--- config.mk ---
export PLATFORM = sky130hd
export DESIGN_NAME = integer_to_word_tokens
export DESIGN_NICKNAME = d
export VERILOG_FILES = /design/src/design/i2wt_pkg.sv /design/src/design/integer_to_word_tokens.sv
export SDC_FILE = /design/constraint.sdc
export NUM_CORES = 1
export LEC_CHECK = 0
export ABC_AREA = 1
export BUFFER_PORTS_ARGS = -buffer_cell sky130_fd_sc_hd__buf_2
export CORE_MARGIN = 10
export CORE_UTILIZATION = 52
export DETAILED_ROUTE_END_ITERATION = 8
export GPL_TIMING_DRIVEN = 0
export PLACE_DENSITY = 0.82
export SLEW_MARGIN = 20
export SYNTH_ARGS = -nofsm -noshare
export SYNTH_HDL_FRONTEND = slang
export SYNTH_SLANG_ARGS = --single-unit
--- constraint.sdc ---
create_clock -name clk_i -period 1.95 [get_ports clk_i]
set_clock_uncertainty 0.1 [all_clocks]
set_input_delay 0.195 -clock clk_i [delete_from_list [all_inputs] [get_ports clk_i]]
set_output_delay 0.195 -clock clk_i [all_outputs]
set_load 0.02 [all_outputs]
--- src/design/i2wt_pkg.sv ---
`timescale 1ns / 1ps
package i2wt_pkg;

  localparam int unsigned ValueW  = 31;
  localparam int unsigned CodeW   = 5;
  localparam int unsigned DigitsN = 12;
  localparam int unsigned BcdW    = 4 * DigitsN;
  localparam int unsigned StepW   = 3;
  localparam int unsigned CntW    = 5;

  localparam logic [CodeW-1:0] CodeZero     = 5'd0;
  localparam logic [CodeW-1:0] CodeTen      = 5'd10;
  localparam logic [CodeW-1:0] CodeTensOfs  = 5'd18;
  localparam logic [CodeW-1:0] CodeHundred  = 5'd28;
  localparam logic [CodeW-1:0] CodeBillion  = 5'd31;

  typedef enum logic [2:0] {
    EmitNone,
    EmitHund,
    EmitHundWord,
    EmitTens,
    EmitOnes,
    EmitScale
  } emit_e;

  typedef enum logic [1:0] {
    JmpNever,
    JmpConvBusy,
    JmpGrpMore
  } jmp_e;

  typedef struct packed {
    emit_e            emit;
    logic             dab;
    logic             grp_inc;
    logic             fin;
    jmp_e             jmp;
    logic [StepW-1:0] tgt;
  } ctrl_t;

  localparam logic [StepW-1:0] StConv  = 3'd0;
  localparam logic [StepW-1:0] StHund  = 3'd1;
  localparam logic [StepW-1:0] StHWord = 3'd2;
  localparam logic [StepW-1:0] StTens  = 3'd3;
  localparam logic [StepW-1:0] StOnes  = 3'd4;
  localparam logic [StepW-1:0] StScale = 3'd5;
  localparam logic [StepW-1:0] StFin   = 3'd6;

  // control store
  function automatic ctrl_t ucode(input logic [StepW-1:0] step);
    ctrl_t w;
    w = '{emit: EmitNone, dab: 1'b0, grp_inc: 1'b0, fin: 1'b0, jmp: JmpNever, tgt: StConv};
    case (step)
      StConv: begin
        w.dab = 1'b1;
        w.jmp = JmpConvBusy;
        w.tgt = StConv;
      end
      StHund:  w.emit = EmitHund;
      StHWord: w.emit = EmitHundWord;
      StTens:  w.emit = EmitTens;
      StOnes:  w.emit = EmitOnes;
      StScale: begin
        w.emit    = EmitScale;
        w.grp_inc = 1'b1;
        w.jmp     = JmpGrpMore;
        w.tgt     = StHund;
      end
      default: w.fin = 1'b1;
    endcase
    return w;
  endfunction

endpackage

--- src/design/integer_to_word_tokens.sv ---
`timescale 1ns / 1ps
// Speaks a 31-bit non-negative value as a stream of English word-token codes, most
// significant first, one token per strobe on valid_o, the final one flagged by last_word_o.
// A request is taken when start_i is high and busy_o low. The value is first converted to
// decimal by a shift-and-add-3 pass over every value bit, then a seven-step microprogram
// walks the four digit groups (five steps per group). Strobes are not evenly spaced, since
// zero groups emit nothing and each token is held back one emit step to learn whether it
// is the last. Tokens cannot be held off: the receiver must take each one in the cycle it
// is shown. busy_o falls in the cycle that shows the last token, so the next request may
// be given then.
module integer_to_word_tokens
  import i2wt_pkg::*;
(
  input  logic              clk_i,
  input  logic              rst_ni,
  input  logic              start_i,
  output logic              busy_o,
  input  logic [ValueW-1:0] value_i,
  output logic              valid_o,
  output logic [CodeW-1:0]  word_code_o,
  output logic              last_word_o
);

  logic              busy_q;
  logic [StepW-1:0]  step_q, step_d;
  logic [CntW-1:0]   cnt_q;
  logic [1:0]        grp_q;
  logic [ValueW-1:0] bin_q;
  logic [BcdW-1:0]   bcd_q, bcd_adj;
  logic              pend_vld_q;
  logic [CodeW-1:0]  pend_q;
  logic              valid_q, last_q;
  logic [CodeW-1:0]  code_q;
  logic              grp_nz_q;

  ctrl_t       cw;
  logic [11:0] gdig;
  logic [3:0]  hd, td, od;
  logic        emit_v;
  logic [CodeW-1:0] emit_code;
  logic        jump;
  logic        accept;

  assign accept = start_i && !busy_q;
  assign cw     = ucode(step_q);

  always_comb begin
    for (int i = 0; i < DigitsN; i++) begin
      bcd_adj[4*i +: 4] = (bcd_q[4*i +: 4] >= 4'd5) ? bcd_q[4*i +: 4] + 4'd3
                                                   : bcd_q[4*i +: 4];
    end
  end

  always_comb begin
    case (grp_q)
      2'd0:    gdig = bcd_q[47:36];
      2'd1:    gdig = bcd_q[35:24];
      2'd2:    gdig = bcd_q[23:12];
      default: gdig = bcd_q[11:0];
    endcase
  end

  assign hd = gdig[11:8];
  assign td = gdig[7:4];
  assign od = gdig[3:0];

  always_comb begin
    emit_v    = 1'b0;
    emit_code = CodeZero;
    case (cw.emit)
      EmitHund: begin
        emit_v    = (hd != 4'd0);
        emit_code = {1'b0, hd};
      end
      EmitHundWord: begin
        emit_v    = (hd != 4'd0);
        emit_code = CodeHundred;
      end
      EmitTens: begin
        emit_v    = (td >= 4'd2);
        emit_code = CodeTensOfs + {1'b0, td};
      end
      EmitOnes: begin
        if (td == 4'd1) begin
          emit_v    = 1'b1;
          emit_code = CodeTen + {1'b0, od};
        end else begin
          emit_v    = (od != 4'd0);
          emit_code = {1'b0, od};
        end
      end
      EmitScale: begin
        emit_v    = (gdig != 12'd0) && (grp_q != 2'd3);
        emit_code = CodeBillion - {3'd0, grp_q};
      end
      default: begin
        emit_v    = 1'b0;
        emit_code = CodeZero;
      end
    endcase
  end

  always_comb begin
    case (cw.jmp)
      JmpConvBusy: jump = (cnt_q != '0);
      JmpGrpMore:  jump = (grp_q != 2'd3);
      default:     jump = 1'b0;
    endcase
    step_d = jump ? cw.tgt : step_q + 3'd1;
  end

  always_ff @(posedge clk_i or negedge rst_ni) begin
    if (!rst_ni) begin
      busy_q     <= 1'b0;
      step_q     <= StConv;
      pend_vld_q <= 1'b0;
      valid_q    <= 1'b0;
      grp_q      <= 2'd0;
    end else begin
      valid_q <= 1'b0;
      if (accept) begin
        busy_q     <= 1'b1;
        step_q     <= StConv;
        pend_vld_q <= 1'b0;
        grp_q      <= 2'd0;
      end else if (busy_q) begin
        step_q <= step_d;
        if (cw.grp_inc) begin
          grp_q <= grp_q + 2'd1;
        end
        if (emit_v) begin
          pend_vld_q <= 1'b1;
          valid_q    <= pend_vld_q;
        end
        if (cw.fin) begin
          busy_q     <= 1'b0;
          valid_q    <= 1'b1;
          pend_vld_q <= 1'b0;
        end
      end
    end
  end

  always_ff @(posedge clk_i) begin
    if (accept) begin
      bin_q <= value_i;
      bcd_q <= '0;
      cnt_q <= CntW'(ValueW - 1);
    end else if (busy_q) begin
      if (cw.dab) begin
        bcd_q <= {bcd_adj[BcdW-2:0], bin_q[ValueW-1]};
        bin_q <= {bin_q[ValueW-2:0], 1'b0};
        cnt_q <= cnt_q - 5'd1;
      end
      if (emit_v) begin
        pend_q <= emit_code;
        code_q <= pend_q;
        last_q <= 1'b0;
      end
      if (cw.fin) begin
        code_q <= pend_vld_q ? pend_q : CodeZero;
        last_q <= 1'b1;
      end
    end
  end

  assign busy_o      = busy_q;
  assign valid_o     = valid_q;
  assign word_code_o = code_q;
  assign last_word_o = last_q;

`ifndef SYNTHESIS
  a_more_follow: assert property (@(posedge clk_i) disable iff (!rst_ni)
    valid_o && !last_word_o |-> busy_o)
    else $error("non-final token shown while idle");
  a_last_ends: assert property (@(posedge clk_i) disable iff (!rst_ni)
    valid_o && last_word_o |-> !busy_o)
    else $error("final token shown while still busy");
  a_accept_quiet: assert property (@(posedge clk_i) disable iff (!rst_ni)
    start_i && !busy_o |=> busy_o && !valid_o)
    else $error("token shown straight after a request");
  a_fin_once: assert property (@(posedge clk_i) disable iff (!rst_ni)
    $fell(busy_o) |-> valid_o && last_word_o)
    else $error("request ended without final token");
`endif

endmodule

**Yosys cells after proc, flatten, opt, wreduce, memory -nomap -nowiden**

Cells that the tools add are included.

- $add $sub $neg: 18
- Magnitude comparators: 13
- Equality and inequality tests: 18
- Mux-type cells: 46
- Bitwise operators: 1
- Reductions and logical operators: 20

Operators with widths:

| kind | number |
|---|---|
| 2-to-1 mux 31 bit | 3 |
| greater-or-equal comparator 4 x 3 -> 1 bit (second input constant) | 12 |
| adder 4 x 2 -> 4 bit (second input constant) | 11 |
| 2-to-1 mux 4 bit | 11 |
| one-hot mux 12 bit (3 select lines) | 1 |
| one-hot mux 5 bit (5 select lines) | 1 |
| 2-to-1 mux 5 bit | 4 |
| 2-to-1 mux 1 bit | 15 |
| one-hot mux 3 bit (5 select lines) | 1 |
| equality test 3 x 2 -> 1 bit (second input constant) | 4 |
| equality test 3 bit (second input constant) | 4 |
| 2-to-1 mux 3 bit | 4 |
| nonzero test 12 bit | 1 |
| one-hot mux 5 bit (2 select lines) | 1 |
| AND reduction 2 bit | 4 |
| nonzero test 4 bit | 2 |
| equality test 3 x 1 -> 1 bit (second input constant) | 2 |
| 2-to-1 mux 2 bit | 3 |
| AND reduction 3 bit | 2 |
| nonzero test 2 bit | 3 |
| OR reduction 6 bit | 1 |
| adder 4 x 4 -> 5 bit (first input constant) | 1 |
| adder 5 x 4 -> 5 bit (first input constant) | 1 |
| nonzero test 5 bit | 1 |
| other kinds (20) | 23 |

- Register bits: 103
- Input bits: 34
- Word-level logic and storage cells: 127

**Longest topological paths before layout**

Gate-level depths: netlist of the first run.

- Depth in word-level cells: 9
- Mapped depth: 13
- Mapped depth without buffers: 12

**Worst setup path after synthesis of the first run**

OpenSTA, ideal clock, no wires.

- Path type: flip-flop to flip-flop
- From: register grp_q[0]
- To: register last_q (netlist: last_word_o), enable pin
- Library setup time: 0.281 ns
- Data arrival time: 1.790 ns
- Data required time: 1.569 ns
- Setup slack: -0.221 ns
- Stages on the path, launching flop included: 14
- Buffers on the path: 1
- Clock period less this slack: 2.171 ns
- Path through: dfrtp_1 > inv_1 > ha_1 > buf_6 > nand2_2 > nand2_2 > o21ai_4 > nand3_1 > nand2_1 > clkinv_1 > nor2_2 > nand3_2 > nand2_4 > nand2_1

- Word-level cells in the longest chain between the ends: 7
- Elaborated cells on any way between the ends: 15
- Classes of those cells: 1 x order compare; 5 x eq/ne; 3 x mux; 6 x reduce/logical

Ends and longest elaborated chain:

| what | line | RTL |
|---|---|---|
| start: declaration | integer_to_word_tokens.sv:27 | `logic [1:0] grp_q;` |
| start signal: assignment | integer_to_word_tokens.sv:129 | `grp_q <= grp_q + 2'd1;` |
| branches (longest 4 deep; another with greater-or-equal comparator 4 x 2 -> 1 bit) | -- |  |
| one-hot mux 1 bit (4 select lines) * | integer_to_word_tokens.sv:70 | `case (cw.emit)` |
| != test 2 x 1 -> 1 bit (no line) * | -- |  |
| AND reduction 3 bit (no line) * | -- |  |
| end signal: assignment | integer_to_word_tokens.sv:158 | `last_q <= 1'b0;` |
| end signal: assignment | integer_to_word_tokens.sv:162 | `last_q <= 1'b1;` |
| end: declaration | integer_to_word_tokens.sv:32 | `logic valid_q, last_q;` |

Mark *: on every way between the ends.
A chain may end at the register's enable or synchronous reset.

**Final worst setup path of the first run**

- From: register grp_q[0]
- To: register code_q[4] (netlist: word_code_o[4]), enable pin

- Word-level cells in the longest chain between the ends: 7
- Elaborated cells on any way between the ends: 15
- Classes of those cells: 1 x order compare; 5 x eq/ne; 3 x mux; 6 x reduce/logical

Ends and longest elaborated chain:

| what | line | RTL |
|---|---|---|
| branches (longest 4 deep; another with greater-or-equal comparator 4 x 2 -> 1 bit) | -- |  |
| one-hot mux 1 bit (4 select lines) * | integer_to_word_tokens.sv:70 |  |
| != test 2 x 1 -> 1 bit (no line) * | -- |  |
| AND reduction 3 bit (no line) * | -- |  |
| end signal: assignment | integer_to_word_tokens.sv:157 | `code_q <= pend_q;` |
| end signal: assignment | integer_to_word_tokens.sv:161 | `code_q <= pend_vld_q ? pend_q : CodeZero;` |
| end: declaration | integer_to_word_tokens.sv:33 | `logic [CodeW-1:0] code_q;` |

Marked as above.

==> metrics.yaml, run 1 <==
rows: 38
r2r_start: "grp_q[0]$_DFFE_PN0P_"
io_buffers: 41
worstPathMaxFanout: 6
drive_above_1_share_pct: 25.0
grt_pass1_wl_um: 25700
synth_edf_count: 42
maxSlewViolCount: 0
hpwl_um: 9740
cts.clk_slew.worst_paths_ns: 0.11
place_inst: 907
core-area_mm2: 0.0108
numCtsBuffers: 9
ff2ff_setup_slack_ns: -0.38
leakage_nw: 3.44
power_density_mw_per_mm2: 1650
stdcell_count: 991
hold_viol_final: 0
r2r_cells: 13
area_growth_pct: 29.3
synthCells: 726
route.detailed.drc: 0
status: "finished, violations left"
ys_types: 38
cts_max_path_buffers: 2
timing.final.ws_setup_ns: -0.379
root_buffer: "clkbuf_8"
path_class: "reg2reg"
tritoncts: "built"
critPathCaptureType: "flip-flop"
antenna_left: 0
rsz0062_at_grt: "yes"
post_drt_wl_per_cell_um: 17.2
max_cap_viol_count: 0
avgViaCountPerCell: 5.74
place_congestion: 0.930
drt-pass1-iter-count: 9
finalPower_mw: 12.2
ios: 42
die_w_um: 125
ys_seq_elements: 103
worst_pin_slew_ns: 0.469
fin_crit_sh_pct: 119
min_to: "step_q[0]$_DFFE_PN0P_"
gr-total-overflow: 0
grt_max_degree: 21
synth_area_mm2: 0.00570
die_area_mm2: 0.0156
grt_use_total_pct: 19.7
slew_headroom_pct: 68.8
num_antenna_cells: 0
startpoint_type: "flip-flop"
hold_depth: 4
fin_nets: 917
max_freq_ghz: 0.429
antenna_found_initial: 0
wl_um: 17000
min_from: "start_i"
synth_seq_area_share_pct: 44.2
grt_pass1_vias: 5311
cts_sinks: 103
worstPathArrival_ns: 2.38
r2r-end: "word_code_o[4]$_DFFE_PP_"
finalSetupViolations: 56
crit_required_ns: 2.00
yosys_most_used_dff: "dfxtp_1"
failed_checks: "negative setup slack"
hold_class: "in2reg"
peakVddDrop_v: 0.000857
initial_utilization_pct: 52.8
synth_nets: 797
num_vias: 5685
period_needed_ns: 2.33
async_reset_ff_share_pct: 7.77
syn_avg_cell_area_um2: 7.85
drt_iter0_drc: 693
die_h_um: 125
ys_warn_count: 0
htreeDepth: 3
clkLatencyLatePin_ns: 0.40
metal layers:
layer	share of wire, %	track usage, %
met5	0	0
met4	3.5	8.02
met3	9.1	5.57
met2	48	32.8
met1	39	23.4
synthesized netlist by cell type (2+ instances only):
cell type  instances  area share [%]
nand3_1           29             2.5
a21oi_1           52             4.6
o21bai_1           2            0.26
dfrtp_1            8             3.5
o21ai_0           63             5.5
nand2_1          211              14
nor2_1            40             2.6
buf_6              4            0.79
nand2_2            2            0.22
ha_1              37             8.1
edfxtp_1          42              22
dfxtp_1           53              19
o21ai_1            8            0.70
nor2_2             3            0.33
o31ai_1            2            0.26
buf_1              6            0.40
clkbuf_1           7            0.46
xor2_1            11             1.7
o32ai_1           11             1.7
o211ai_1           4            0.53
o21ai_2            7             1.1
o22ai_1            9            0.99
inv_1             88             5.8
buf_2              8            0.70
inv_2              4            0.26
or2_1              3            0.33
power by group:
group          leakage [nW]  total, mW  internal, mW  switching, mW
Clock                 0.100       1.48         0.621          0.858
Combinational          2.37       6.46          2.48           3.98
Sequential            0.972       4.23          3.48          0.748
sequential cells by signal, indices dropped and copies added (netlist names):
| signal | flops |
|---|---|
| pend_vld_q | 1 |
| bcd_q | 48 |
| pend_q | 5 |
| grp_q | 2 |
| last_word_o | 1 |
| bin_q | 31 |
| word_code_o | 5 |
| step_q | 3 |
| valid_o | 1 |
| busy_o | 1 |
| cnt_q | 5 |
kinds of logic after synthesis:
group / Yosys count / synth area share, %
DFF: 103 / 44.2
xor gates and xnor gates: 11 / 1.69
adders and majority gates: 37 / 8.12
AOI/OAI and AO/OA: 162 / 16.3
and+or+nand+nor: 295 / 21.2
buffers and inverters: 118 / 8.47
worst max-delay path by stage:
stage                     startpoint                        end  slack (ns)  depth (start not counted)
6_report        grp_q[0]$_DFFE_PN0P_   word_code_o[4]$_DFFE_PP_       -0.38                         13
5_1_grt         grp_q[0]$_DFFE_PN0P_   word_code_o[3]$_DFFE_PP_       -0.46                         13
4_1_cts         grp_q[1]$_DFFE_PN0P_   word_code_o[4]$_DFFE_PP_       -0.22                         13
3_5_place_dp   step_q[0]$_DFFE_PN0P_        bin_q[24]$_DFFE_PP_       -0.42                          7
3_3_place_gp   step_q[0]$_DFFE_PN0P_        bin_q[27]$_DFFE_PP_       -0.39                          7
2_1_floorplan   grp_q[1]$_DFFE_PN0P_  last_word_o$_SDFFCE_PN1P_       -0.09                         13
cell type report:
class | count | area (µm²)
Tap cell | 140 | 175
Clock buffer | 9 | 124
Timing Repair Buffer | 108 | 842
Inverter | 93 | 369
Fill cell | 752 | 3420
Clock inverter | 7 | 85.1
Buffer | 25 | 174
Sequential cell | 103 | 2520
Multi-Input combinational cell | 506 | 3080
critical path: stages (launching register included):
cell and delay (ns):
dfrtp_2 0.48, inv_4 0.08, ha_4 0.19, buf_6 0.14
nand2_1 0.06, nand2_1 0.09, o21ai_2 0.20, nand2_2 0.10
nor2_4 0.16, nand3_2 0.10, nand2_2 0.09, nand3_2 0.08
nand2_4 0.12, nand2_8 0.08
per-stage QoR:
stage                     instance area, µm²  util, %  setup TNS, ns  setup slack, ns  hold slack [ns]
after floorplan                         5760        -         -0.998          -0.0867           -0.201
after global placement                  6140     56.9         -28.84           -0.389          -0.0510
final                                   7370     68.3          -9.05           -0.379           0.0361
after global routing                    7370     68.3         -14.75           -0.456           0.0579
after CTS                               7010     65.0          -6.16           -0.223           0.0254
after detailed placement                6140     56.9         -31.74           -0.416          -0.0478
placed cells by master (no fill, tap or decap), drive strengths merged, types with 2 or more instances in the layout:
cell,instances
or2,3
dfxtp,53
xor2,11
edfxtp,42
o31ai,2
o21bai,2
o22ai,9
inv,97
nand3,30
ha,37
nand2,215
dfrtp,8
dlygate4sd3,32
o211ai,4
clkinvlp,2
o21ai,79
nand4,2
nor2,43
a21oi,53
o32ai,11
clkbuf,15
buf,95
repair_timing:
item,CTS,global route
buffers inserted,18,12
pin swaps,17,32
endpoints found under the setup margin,131,135
gates resized for setup,53,84
gates cloned,5,1
hold endpoints to repair,39,0
hold buffers,32,0
Power figures use the tool's default switching activity.
==> run 2, diff against run 1 <==
==> constraint.sdc (replaced) <==
create_clock -name clk_i -period 2.06 [get_ports clk_i]
set_clock_uncertainty 0.1 [all_clocks]
set_input_delay 0.206 -clock clk_i [delete_from_list [all_inputs] [get_ports clk_i]]
set_output_delay 0.206 -clock clk_i [all_outputs]
set_load 0.02 [all_outputs]
==> run 2 against run 1 <==
The run still ends with negative setup slack left; first-iteration DRC count decreased by 14%; worst setup slack improved by 0.16 ns; sequential share of layout area increased by 2.0 points; sequential cell count unchanged; non-clock buffer count decreased by 19.
==> metrics.yaml, run 2 (synthesis gave the netlist of run 1 again) <==
startpoint: "grp_q[0]$_DFFE_PN0P_"  # unchanged
avgViaCountPerCell: 5.52  # was 5.74
cts.clk_slew.worst_paths_ns: 0.10  # was 0.11 ns
drive_above_1_share_pct: 17.7  # was 25.0%
num_antenna_cells: 0  # unchanged
clkLatencyLatePin_ns: 0.40  # about the same
leakage_nw: 3.26  # was 3.44 nW
antenna_found_initial: 0  # unchanged
cts_sinks: 103  # unchanged
holdWs_ns: 0.00703  # was 0.0361 ns
fin_nets: 897  # was 917
fill_cells: 845  # was 752
crit_required_ns: 2.11  # was 2.00 ns
ff2ff_setup_slack_ns: -0.22  # was -0.38 ns
r2r_cells: 13  # unchanged
finalSetupViolations: 30  # was 56
place_congestion: 0.941  # was 0.930
setup_tns_ns: -3.02  # was -9.05 ns
route.detailed.drc: 0  # unchanged
max_freq_ghz: 0.439  # was 0.429 GHz
startpoint_type: "flip-flop"  # unchanged
num_vias: 5361  # was 5685
die_area_mm2: 0.0156  # unchanged
fin_crit_sh_pct: 110  # was 119%
hpwl_um: 9770  # was 9740 µm
layout_common_cells: "nand2_1, inv_1, o21ai_0"  # unchanged
r2r-end: "word_code_o[1]$_DFFE_PP_"  # was word_code_o[4]$_DFFE_PP_
area_growth_pct: 22.2  # was 29.3%
regMostFlops: "bcd_q"  # unchanged
final_common_cell: "nand2_1"  # unchanged
htreeDepth: 3  # unchanged
maxSlewViolCount: 0  # unchanged
worstPathArrival_ns: 2.32  # was 2.38 ns
use_met3_pct: 4.43  # was 5.57%
gr-usage-met1_pct: 23.1  # was 23.4%
grt_pass1_wl_um: 25000  # was 25700 µm
numCtsBuffers: 9  # unchanged
post_drt_wl_per_cell_um: 16.2  # was 17.2 µm
grt-busiest-layer: "met2"  # unchanged
root_buffer: "clkbuf_8"  # unchanged
grt_max_degree: 21  # unchanged
grt_pass1_vias: 5173  # was 5311
io_buffers: 41  # unchanged
drt-pass1-iter-count: 5  # was 9
gr-usage-met2_pct: 31.2  # was 32.8%
grt_use_total_pct: 19.1  # was 19.7%
period_needed_ns: 2.28  # was 2.33 ns
wl_um: 15700  # was 17000 µm
die_h_um: 125  # unchanged
peakVddDrop_v: 0.000746  # was 0.000857 V
utilization_pct: 64.5  # was 68.3%
cts_max_path_buffers: 2  # unchanged
ios: 42  # unchanged
slew_headroom_pct: 54.9  # was 68.8%
hold_class: "in2reg"  # unchanged
worstSetupEndpoint: "word_code_o[1]$_DFFE_PP_"  # was word_code_o[4]$_DFFE_PP_
worstPathMaxFanout: 6  # unchanged
rows: 38  # unchanged
largest_register_ffs: 48  # unchanged
place_ws_ns: -0.322  # was -0.416 ns
r2r_start: "grp_q[0]$_DFFE_PN0P_"  # unchanged
initial_utilization_pct: 52.8  # unchanged
worst_pin_slew_ns: 0.677  # was 0.469 ns
status: "finished, violations left"  # unchanged
finalPower_mw: 10.7  # was 12.2 mW
hold_viol_final: 0  # unchanged
critPathCaptureType: "flip-flop"  # unchanged
max_cap_viol_count: 0  # unchanged
die_w_um: 125  # unchanged
timing.final.ws_setup_ns: -0.215  # was -0.379 ns
core-area_mm2: 0.0108  # unchanged
drt_iter0_drc: 596  # was 693
rsz0062_at_grt: "yes"  # unchanged
path_class: "reg2reg"  # unchanged
gr-total-overflow: 0  # unchanged
antenna_left: 0  # unchanged
power_density_mw_per_mm2: 1540  # was 1650 mW/mm²
failed_checks: "negative setup slack"  # unchanged
tritoncts: "built"  # unchanged
reg_top3: "bcd_q (48), bin_q (31)"  # unchanged
## run 2: cell count changes in the layout (fill, tap and decap cells not counted), moves of 3 or more
cell,change
nand2_4,-4
nand2_2,-23
clkinv_1,+4
buf_4,-11
o21ai_4,-5
nand2_1,+27
nor2_1,+5
buf_6,-8
clkbuf_2,-3
o21ai_2,+3
nor2_4,-3
## run 2: area by class of cell
| cell class | instances | area [µm²] | area share (%) |
|---|---|---|---|
| multi-input combinational | 505 | 2860 | 41.0 |
| sequential | 103 | 2520 | 36.3 |
| timing repair buffer | 90 | 698 | 10.0 |
| inverter | 93 | 359 | 5.16 |
| buffer | 24 | 180 | 2.59 |
| tap | 140 | 175 | 2.52 |
| clock buffer | 9 | 124 | 1.78 |
| clock inverter | 7 | 45.0 | 0.647 |
## run 2: routing by layer
| metal | wire length (µm) | up-vias |
|---|---|---|
| met3 | 1250 | 54 |
| met2 | 7490 | 257 |
| met1 | 6480 | 2467 |
| met4 | 493 | 0 |
| met5 | 0 | - |
| li1 | - | 2583 |
## run 2: worst min-delay path by stage
stage | slack, ns | startpoint | end | cells past startpoint
after global routing | 0.04 | value_i[23] | bin_q[23]$_DFFE_PP_ | 3
after CTS | 0.003 | value_i[23] | bin_q[23]$_DFFE_PP_ | 3
final | 0.007 | value_i[23] | bin_q[23]$_DFFE_PP_ | 3
after global placement | -0.04 | rst_ni | valid_o$_DFF_PN0_ | 1
after detailed placement | -0.04 | rst_ni | valid_o$_DFF_PN0_ | 1
after floorplan | -0.19 | rst_ni | busy_o$_DFF_PN0_ | 0
## run 2: worst max-delay path, cell delays in order (launching register included)
cell and delay, ns:
dfrtp_2 0.48, inv_4 0.07, ha_4 0.19, buf_8 0.13, nand2_4 0.07, nand2_4 0.06
o21ai_4 0.25, nand2_1 0.12, nor2_2 0.12, nand3_1 0.08, nand2_1 0.08, nand3_2 0.09
nand2_4 0.10, nand2_4 0.08
## run 2: where the power goes
part	total [mW]	leakage, nW	switching (mW)	internal, mW
combinational	5.54	2.21	3.49	2.06
clock	1.20	0.0832	0.760	0.441
sequential	3.97	0.972	0.675	3.30
total	10.7	3.26	4.92	5.79
## run 2: metrics by stage
step | instances | cell area, µm²
finish | 971 | 6960
global placement | 907 | 6100
detailed placement | 907 | 6100
CTS | 961 | 6770
floorplan | 726 | 5720
global route | 971 | 6960
## run 2: repair_timing
item,in CTS,in global routing
resized for setup,34,36
buffers inserted,7,11
pin swaps,7,25
hold buffers,30,0
endpoints found under the hold margin,37,0
setup endpoints to repair,107,126
cloned,1,1
